## src/plh_pkg.sv

```systemverilog
// ----------------------------------------------------------------------------
// plh_pkg
// Shared types, constants and the mix step of the path name lookup2 hash.
// ----------------------------------------------------------------------------
package plh_pkg;

	localparam int MAX_NAME_LEN = 255;
	localparam int LEN_W        = $clog2(MAX_NAME_LEN + 1);

	localparam logic [31:0] GOLDEN = 32'h9e3779b9;

	// configuration register indexes
	localparam int CFG_IDX_W = 2;
	localparam logic [CFG_IDX_W-1:0] CFG_INITIAL_VALUE    = 2'd0;
	localparam logic [CFG_IDX_W-1:0] CFG_NORMALIZE_ENABLE = 2'd1;

	localparam int QUEUE_DEPTH = 4;
	localparam int QPTR_W      = $clog2(QUEUE_DEPTH);

	localparam int STEP_W = 4;
	localparam logic [STEP_W-1:0] MIX_LAST = 4'd8;

	// one unit of work for the mixing engine
	typedef struct packed {
		logic [31:0]      wa;
		logic [31:0]      wb;
		logic [31:0]      wc;
		logic [31:0]      seed;
		logic [LEN_W-1:0] len;
		logic             first;  // first job of a name: start from golden/seed
		logic             blk;    // full 12-byte block
		logic             fin;    // name ends with this job
	} job_t;

	typedef struct packed {
		logic [31:0] a;
		logic [31:0] b;
		logic [31:0] c;
	} abc_t;

	typedef enum logic [1:0] {
		BK_IDLE,
		BK_MIX,
		BK_TAIL,
		BK_OUT
	} bk_state_t;

	// one line of the lookup2 mix; nine lines make a full mix
	function automatic abc_t mix_step(input abc_t v, input logic [STEP_W-1:0] step);
		abc_t r;
		r = v;
		case (step)
			4'd0: r.a = (v.a - v.b - v.c) ^ (v.c >> 13);
			4'd1: r.b = (v.b - v.c - v.a) ^ (v.a << 8);
			4'd2: r.c = (v.c - v.a - v.b) ^ (v.b >> 13);
			4'd3: r.a = (v.a - v.b - v.c) ^ (v.c >> 12);
			4'd4: r.b = (v.b - v.c - v.a) ^ (v.a << 16);
			4'd5: r.c = (v.c - v.a - v.b) ^ (v.b >> 5);
			4'd6: r.a = (v.a - v.b - v.c) ^ (v.c >> 3);
			4'd7: r.b = (v.b - v.c - v.a) ^ (v.a << 10);
			4'd8: r.c = (v.c - v.a - v.b) ^ (v.b >> 15);
			default: r = v;
		endcase
		return r;
	endfunction

endpackage

```

## src/path_name_lookup2_hash.sv

```systemverilog
// ----------------------------------------------------------------------------
// path_name_lookup2_hash
// Lookup2 hash of normalized file path names, one byte per transfer.
// ----------------------------------------------------------------------------
// Throughput: one name byte per cycle while the job queue is not full; the
//   mix engine finishes a 12-byte block sooner than its bytes arrive, so long
//   names stream without stalls unless the output is held off.
// Result: the last job is popped and mixed, then file_id is registered; a
//   closing block on the last byte adds a tail step and a second full mix.
// Short names are bounded by the mix engine, behind a 4-deep job queue.
// Reset: asynchronous, resets byte packer, config registers, queue and
//   output valid; accumulators reload on the first job of each name.
// ----------------------------------------------------------------------------
module path_name_lookup2_hash (
	input  logic                          clk,
	input  logic                          arst_n,
	input  logic                          s_tvalid,
	output logic                          s_tready,
	input  logic [7:0]                    s_tdata,   // name_byte
	input  logic                          s_tuser,   // has_byte
	input  logic                          s_tlast,   // is_last
	output logic                          m_tvalid,
	input  logic                          m_tready,
	output logic [31:0]                   m_tdata,   // file_id
	input  logic                          cfg_we,
	input  logic [plh_pkg::CFG_IDX_W-1:0] cfg_index,
	input  logic [31:0]                   cfg_data
);
	import plh_pkg::*;

	logic q_push;
	logic q_pop;
	logic q_empty;
	logic q_full;
	job_t push_job;
	job_t head;

	plh_front u_front (
		.clk      (clk),
		.arst_n   (arst_n),
		.s_tvalid (s_tvalid),
		.s_tready (s_tready),
		.s_tdata  (s_tdata),
		.s_tuser  (s_tuser),
		.s_tlast  (s_tlast),
		.cfg_we   (cfg_we),
		.cfg_index(cfg_index),
		.cfg_data (cfg_data),
		.push     (q_push),
		.push_job (push_job),
		.q_full   (q_full)
	);

	plh_queue u_queue (
		.clk      (clk),
		.arst_n   (arst_n),
		.push     (q_push),
		.push_job (push_job),
		.pop      (q_pop),
		.head     (head),
		.empty    (q_empty),
		.full     (q_full)
	);

	plh_back u_back (
		.clk      (clk),
		.arst_n   (arst_n),
		.head     (head),
		.empty    (q_empty),
		.pop      (q_pop),
		.m_tvalid (m_tvalid),
		.m_tready (m_tready),
		.m_tdata  (m_tdata)
	);

	a_no_overflow: assert property (@(posedge clk) disable iff (!arst_n)
		q_push |-> !q_full)
		else $error("job pushed into full queue");

	a_no_underflow: assert property (@(posedge clk) disable iff (!arst_n)
		q_pop |-> !q_empty)
		else $error("job popped from empty queue");

	a_queue_flags: assert property (@(posedge clk) disable iff (!arst_n)
		!(q_full && q_empty))
		else $error("queue full and empty at once");

	a_result_needs_job: assert property (@(posedge clk) disable iff (!arst_n)
		$rose(m_tvalid) |-> !$past(q_pop))
		else $error("result issued right after a pop");

endmodule

```

## src/plh_front.sv

```systemverilog
// ----------------------------------------------------------------------------
// plh_front
// Takes name bytes, normalizes them when enabled, packs 12-byte blocks and issues jobs.
// ----------------------------------------------------------------------------
module plh_front (
	input  logic                            clk,
	input  logic                            arst_n,
	input  logic                            s_tvalid,
	output logic                            s_tready,
	input  logic [7:0]                      s_tdata,   // name_byte
	input  logic                            s_tuser,   // has_byte
	input  logic                            s_tlast,   // is_last
	input  logic                            cfg_we,
	input  logic [plh_pkg::CFG_IDX_W-1:0]   cfg_index,
	input  logic [31:0]                     cfg_data,
	output logic                            push,
	output plh_pkg::job_t                   push_job,
	input  logic                            q_full
);
	import plh_pkg::*;

	logic [31:0]      init_q;
	logic             norm_q;
	logic [31:0]      seed_q;
	logic [LEN_W-1:0] len_q;
	logic [3:0]       fill_q;
	logic [95:0]      pack_q;
	logic             first_q;

	logic             accept;
	logic             active;
	logic [7:0]       nb;
	logic [95:0]      pack_next;
	logic [LEN_W-1:0] len_next;
	logic             blk;

	assign s_tready = !q_full;
	assign accept   = s_tvalid && s_tready;
	assign active   = s_tuser && (len_q < LEN_W'(MAX_NAME_LEN));
	assign blk      = active && (fill_q == 4'd11);
	assign len_next = len_q + LEN_W'(active);
	assign push     = accept && (blk || s_tlast);

	always_comb begin
		nb = s_tdata;
		if (norm_q) begin
			if (s_tdata >= 8'h41 && s_tdata <= 8'h5a)
				nb = s_tdata + 8'h20;
			else if (s_tdata == 8'h2f)
				nb = 8'h5c;
		end
	end

	always_comb begin
		pack_next = pack_q;
		if (active)
			pack_next[{fill_q, 3'b000} +: 8] = nb;
	end

	always_comb begin
		push_job.wa    = pack_next[31:0];
		push_job.wb    = pack_next[63:32];
		// tail bytes 8..10 land one byte up; the length fills the low byte slot
		push_job.wc    = blk ? pack_next[95:64]
		                     : {pack_next[87:64], 8'h00} + 32'(len_next);
		push_job.seed  = (len_q == '0) ? init_q : seed_q;
		push_job.len   = len_next;
		push_job.first = first_q;
		push_job.blk   = blk;
		push_job.fin   = s_tlast;
	end

	always_ff @(posedge clk or negedge arst_n) begin
		if (!arst_n) begin
			init_q <= '0;
			norm_q <= 1'b1;
		end else if (cfg_we) begin
			case (cfg_index)
				CFG_INITIAL_VALUE:    init_q <= cfg_data;
				CFG_NORMALIZE_ENABLE: norm_q <= cfg_data[0];
				default: ;
			endcase
		end
	end

	always_ff @(posedge clk or negedge arst_n) begin
		if (!arst_n) begin
			seed_q  <= '0;
			len_q   <= '0;
			fill_q  <= '0;
			pack_q  <= '0;
			first_q <= 1'b1;
		end else if (accept) begin
			if (len_q == '0)
				seed_q <= init_q;
			if (s_tlast) begin
				len_q   <= '0;
				fill_q  <= '0;
				pack_q  <= '0;
				first_q <= 1'b1;
			end else if (blk) begin
				len_q   <= len_next;
				fill_q  <= '0;
				pack_q  <= '0;
				first_q <= 1'b0;
			end else if (active) begin
				len_q  <= len_next;
				fill_q <= fill_q + 4'd1;
				pack_q <= pack_next;
			end
		end
	end

endmodule

```

## src/plh_queue.sv

```systemverilog
// ----------------------------------------------------------------------------
// plh_queue
// Small job FIFO between the byte front end and the mixing engine.
// ----------------------------------------------------------------------------
module plh_queue (
	input  logic          clk,
	input  logic          arst_n,
	input  logic          push,
	input  plh_pkg::job_t push_job,
	input  logic          pop,
	output plh_pkg::job_t head,
	output logic          empty,
	output logic          full
);
	import plh_pkg::*;

	job_t              mem_q [QUEUE_DEPTH];
	logic [QPTR_W-1:0] wr_q;
	logic [QPTR_W-1:0] rd_q;
	logic [QPTR_W:0]   cnt_q;

	assign empty = (cnt_q == '0);
	assign full  = (cnt_q == (QPTR_W+1)'(QUEUE_DEPTH));
	assign head  = mem_q[rd_q];

	always_ff @(posedge clk) begin
		if (push)
			mem_q[wr_q] <= push_job;
	end

	always_ff @(posedge clk or negedge arst_n) begin
		if (!arst_n) begin
			wr_q  <= '0;
			rd_q  <= '0;
			cnt_q <= '0;
		end else begin
			if (push)
				wr_q <= wr_q + 1'b1;
			if (pop)
				rd_q <= rd_q + 1'b1;
			if (push && !pop)
				cnt_q <= cnt_q + 1'b1;
			else if (pop && !push)
				cnt_q <= cnt_q - 1'b1;
		end
	end

endmodule

```

## src/plh_back.sv

```systemverilog
// ----------------------------------------------------------------------------
// plh_back
// Mixing engine: adds job words into a/b/c, runs the mix one line per cycle
// and hands out c at the end of a name.
// ----------------------------------------------------------------------------
module plh_back (
	input  logic          clk,
	input  logic          arst_n,
	input  plh_pkg::job_t head,
	input  logic          empty,
	output logic          pop,
	output logic          m_tvalid,
	input  logic          m_tready,
	output logic [31:0]   m_tdata   // file_id
);
	import plh_pkg::*;

	bk_state_t         state_q, state_next;
	abc_t              acc_q;
	abc_t              base;
	job_t              job_q;
	logic [STEP_W-1:0] step_q;
	logic              tail_q;
	logic              load_out;
	logic              out_valid_q;
	logic [31:0]       out_data_q;

	assign m_tvalid = out_valid_q;
	assign m_tdata  = out_data_q;

	always_comb begin
		state_next = state_q;
		case (state_q)
			BK_IDLE: if (!empty) state_next = BK_MIX;
			BK_MIX: begin
				if (step_q == MIX_LAST) begin
					if (job_q.blk && job_q.fin && !tail_q)
						state_next = BK_TAIL;
					else if (job_q.fin)
						state_next = BK_OUT;
					else
						state_next = BK_IDLE;
				end
			end
			BK_TAIL: state_next = BK_MIX;
			BK_OUT:  if (!out_valid_q || m_tready) state_next = BK_IDLE;
			default: state_next = BK_IDLE;
		endcase
	end

	always_comb begin
		pop      = (state_q == BK_IDLE) && !empty;
		load_out = (state_q == BK_OUT) && (!out_valid_q || m_tready);
	end

	always_comb begin
		if (head.first) begin
			base.a = GOLDEN;
			base.b = GOLDEN;
			base.c = head.seed;
		end else begin
			base = acc_q;
		end
	end

	always_ff @(posedge clk or negedge arst_n) begin
		if (!arst_n) begin
			state_q     <= BK_IDLE;
			out_valid_q <= 1'b0;
			step_q      <= '0;
			tail_q      <= 1'b0;
		end else begin
			state_q <= state_next;
			if (load_out)
				out_valid_q <= 1'b1;
			else if (m_tready)
				out_valid_q <= 1'b0;
			case (state_q)
				BK_IDLE: begin
					step_q <= '0;
					tail_q <= 1'b0;
				end
				BK_MIX:  step_q <= (step_q == MIX_LAST) ? '0 : step_q + 1'b1;
				BK_TAIL: tail_q <= 1'b1;
				default: ;
			endcase
		end
	end

	always_ff @(posedge clk) begin
		if (pop) begin
			job_q   <= head;
			acc_q.a <= base.a + head.wa;
			acc_q.b <= base.b + head.wb;
			acc_q.c <= base.c + head.wc;
		end else if (state_q == BK_MIX) begin
			acc_q <= mix_step(acc_q, step_q);
		end else if (state_q == BK_TAIL) begin
			// last byte closed a block: the length goes into an empty tail
			acc_q.c <= acc_q.c + 32'(job_q.len);
		end
		if (load_out)
			out_data_q <= acc_q.c;
	end

endmodule

```

## config.mk

```make
export PLATFORM = sky130hd
export DESIGN_NAME = path_name_lookup2_hash
export DESIGN_NICKNAME = d
export VERILOG_FILES = /design/src/plh_pkg.sv /design/src/path_name_lookup2_hash.sv /design/src/plh_front.sv /design/src/plh_queue.sv /design/src/plh_back.sv
export SDC_FILE = /design/constraint.sdc
export NUM_CORES = 2
export LEC_CHECK = 0
export BUFFER_PORTS_ARGS = -buffer_cell sky130_fd_sc_hd__buf_2
export CAP_MARGIN = 15
export CORE_UTILIZATION = 30
export CTS_CLUSTER_SIZE = 28
export DETAILED_ROUTE_END_ITERATION = 12
export PLACE_DENSITY = 0.52
export SYNTH_ARGS = -nofsm -noshare
export SYNTH_HDL_FRONTEND = slang
export SYNTH_SLANG_ARGS = --single-unit
```

## constraint.sdc

```tcl
create_clock -name clk -period 7.17 [get_ports clk]
set_input_delay 0.3585 -clock clk [delete_from_list [all_inputs] [get_ports clk]]
set_output_delay 0.3585 -clock clk [all_outputs]
set_load 0.02 [all_outputs]
```

==> flow_summary.json <==
{
  "status": "completed",
  "cp_max_fo": 65,
  "clk_latency_ps": 740,
  "finalSetupViolations": 0,
  "cts_hold_buf": 36,
  "antenna_found_initial": 10,
  "fp.dieH_um": 412,
  "min-delay-path-class": "in2reg",
  "areaGrowthSynthToFinish_pct": 13.4,
  "rsz0062_at_grt": "false",
  "grt_max_degree": 140,
  "ctsLongestPathBuffers": 3,
  "drive_gt1_share_pct": 15.3,
  "clk_pin_slew_worst_paths_ps": 60,
  "pin_count": 83,
  "grt_pass1_vias": 33400,
  "cap_violations": 0,
  "nNetsFinal": 4556,
  "tritoncts": "built",
  "hpwl_mm": 118,
  "ys.flop_type": "edfxtp_1",
  "fin_skew_ps": 52.3,
  "avgSynthCellArea_um2": 12.3,
  "synth_edf_count": 694,
  "core-area_um2": 167000,
  "fillCellCount": 16400,
  "ant_nets": 0,
  "drcViolationCount": 0,
  "root_buffer": "clkbuf_16",
  "worst_path_largest_cell_delay_ps": 940,
  "portBuffers": 82,
  "tns_ps": 0,
  "synthesis.instances": 4103,
  "first_pass_iters": 6,
  "finalHoldViolCount": 0,
  "place_congestion": 0.949,
  "slew_viol_final": 0,
  "syn_area_um2": 50400,
  "ctsResizeCount": 0,
  "ys_seq_area_share_pct": 50.8,
  "crit_chain": "mux4_4 > or2_2 > ha_1 > inv_1 > fa_1 > nand2b_1 > a31oi_1 > a211oi_2 > o21ai_1 > a311o_1 > o31a_1 > a221o_1 > a21oi_1 > xor2_1 > mux2i_1",
  "synth_top_area_share_pct": 41.4,
  "wl_per_cell_um": 25.1,
  "yosysWarnings": 0,
  "track_usage_pct": 19.0,
  "drt_iter0_drc": 3517,
  "min_period_ps": 5410,
  "ff_latch_area_um2": 25600,
  "final_area_um2": 57100,
  "initial_core_util_pct": 30.2,
  "cts_setup_buffers": 0,
  "die_w_um": 412,
  "rows": 150,
  "cts_inserted_buffers": 97,
  "synthTopCellsByArea": "edfxtp_1, dfrtp_1, mux4_2",
  "endpoint_kind": "register",
  "viasPerCell": 5.31,
  "drt_wl_total_mm": 163,
  "grt_pass1_wl_mm": 237,
  "synth.distinct_cells": 96,
  "arrival_ps": 5830,
  "ys_ff_latch": 883,
  "synth-async-reset-ratio_pct": 21.4,
  "max_freq_mhz": 185,
  "cp-start-kind": "register",
  "place_area_um2": 53400,
  "slew-limit-headroom_pct": 28.1,
  "cpMaxStageDelayCell": "mux4_4",
  "yosys.area.top_type": "edfxtp_1",
  "synth_nets": 4468,
  "min_period_over_period_pct": 75.5,
  "grt_remaining_overflow": 0,
  "die-area_um2": 170000,
  "cp.required_ps": 7590,
  "worst_slew_pin_slew_ps": 1080,
  "vias": 34400,
  "crit_type": "reg2reg",
  "htreeDepth": 3,
  "clock_sinks": 883,
  "multi_input_area_um2": 23500
}
## Yosys cell counts (18+ instances only)
| library cell | count |
|---|---|
| nand4_1 | 29 |
| xor2_1 | 87 |
| and2_1 | 22 |
| fa_1 | 98 |
| a21oi_1 | 263 |
| a22o_1 | 77 |
| o22ai_1 | 50 |
| dfrtp_1 | 187 |
| edfxtp_1 | 694 |
| o21bai_1 | 21 |
| o31ai_1 | 18 |
| nand2b_1 | 25 |
| nor3_1 | 50 |
| nand2_1 | 326 |
| o21a_1 | 30 |
| and3_1 | 26 |
| a31oi_1 | 31 |
| nor2b_1 | 22 |
| nand3_1 | 45 |
| inv_1 | 172 |
| clkbuf_1 | 137 |
| buf_1 | 31 |
| a211oi_1 | 39 |
| nor2_1 | 203 |
| mux2i_1 | 44 |
| or2_2 | 43 |
| mux2_2 | 125 |
| mux4_2 | 139 |
| ha_1 | 218 |
| xnor2_1 | 252 |
| o211ai_1 | 33 |
| a21o_1 | 78 |
| o21ai_0 | 256 |
## state kept, by name, indices dropped and copies added, names as in the netlist, 3 cells and up
name	count
u_back.acc_q	96
u_back.job_q	10
u_back.m_tdata	32
u_back.step_q	4
u_front.fill_q	4
u_front.init_q	32
u_front.len_q	8
u_front.pack_q	96
u_front.seed_q	32
u_queue.cnt_q	3
u_queue.mem_q	556
## cell families (layout without fill, tap and decap cells)
| logic type | after synthesis | in the layout | synth area share [%] |
|---|---|---|---|
| flip-flops | 883 | 883 | 50.8 |
| other | 0 | 2 | 0 |
| buffers and inverters | 359 | 530 | 2.76 |
| multiplexers | 308 | 308 | 9.88 |
| AND/OR/NAND/NOR | 839 | 839 | 7.68 |
| adder cells (fa/ha/maj) | 316 | 316 | 9.31 |
| AO/OA/AOI/OAI | 1056 | 1056 | 13.6 |
| XOR/XNOR | 342 | 342 | 6.00 |
## path summary, 6_finish.rpt
| path | endpoint | slack (ps) | cells past startpoint | from |
|---|---|---|---|---|
| min in group asynchronous | u_front.init_q[30]$_DFFE_PN0P_ | 230 | 2 | arst_n |
| max | u_back.acc_q[94]$_DFFE_PP_ | 1760 | 15 | u_queue.rd_q[1]$_DFFE_PN0P_ |
| min reg2reg | u_front.pack_q[95]$_DFFE_PN0P_ | 480 | 2 | u_front.pack_q[95]$_DFFE_PN0P_ |
| max reg2reg | u_back.acc_q[94]$_DFFE_PP_ | 1760 | 15 | u_queue.rd_q[1]$_DFFE_PN0P_ |
| min | u_front.len_q[5]$_DFFE_PN0P_ | 90 | 3 | s_tvalid |
| max in group asynchronous | u_back.step_q[2]$_DFFE_PN0P_ | 5590 | 3 | arst_n |
## through the flow
stage | std cells | util (%) | hold slack [ps] | setup slack [ps]
2_1_floorplan | 4103 | - | 62.9 | 2020
3_3_place_gp | 6259 | 32.0 | 422 | 1790
3_5_place_dp | 6259 | 32.0 | 429 | 1800
4_1_cts | 6477 | 34.2 | 29.3 | 1770
5_1_grt | 6479 | 34.2 | 89.8 | 1470
6_report | 6480 | 34.2 | 86.6 | 1760
## worst max-delay path, delay by kind of cell (launching register included)
kind / cells / cell delay (ps)
muxes: 2 / 1020
AOI/OAI and AO/OA: 7 / 1920
buffers and inverters: 1 / 90
and+or+nand+nor: 2 / 570
xor gates and xnor gates: 1 / 160
DFF: 1 / 850
adders and majority gates: 2 / 430
## layout by cell type (no fill, tap or decap), types with 15 or more instances in the layout
master         instances
a211oi_1              39
a21o_1                78
a21oi_1              261
a22o_1                77
a31oi_1               31
and2_1                18
and3_1                26
buf_2                 81
buf_4                 47
clkbuf_1              18
clkbuf_16             97
clkinv_2              15
dfrtp_1              185
dlygate4sd3_1         36
edfxtp_1             694
fa_1                  98
ha_1                 217
inv_1                171
mux2_2               125
mux2i_1               44
mux4_2               138
nand2_1              325
nand2b_1              24
nand3_1               45
nand4_1               29
nor2_1               202
nor2b_1               22
nor3_1                49
o211ai_1              33
o21a_1                30
o21ai_0              254
o21bai_1              21
o22ai_1               49
o31ai_1               18
or2_2                 43
xnor2_1              252
xor2_1                87
## final cells by class
type / count / share of cell area [%]
Sequential cell: 883 / 44.8
Multi-Input combinational cell: 2861 / 41.1
Tap cell: 2204 / 4.83
Clock buffer: 126 / 4.63
Timing Repair Buffer: 173 / 2.28
Clock inverter: 56 / 1.23
Inverter: 175 / 1.15
Antenna cell: 2 / 0.00876
## metal layers
metal / wire, um / GRT usage (%)
met1: 75400 / 27.4
met2: 72000 / 28.8
met3: 8720 / 2.58
met4: 6410 / 7.33
met5: 64 / 0
Power is not shown: default switching activity piles up to over one toggle a cycle in this logic, so the estimate is an artifact.
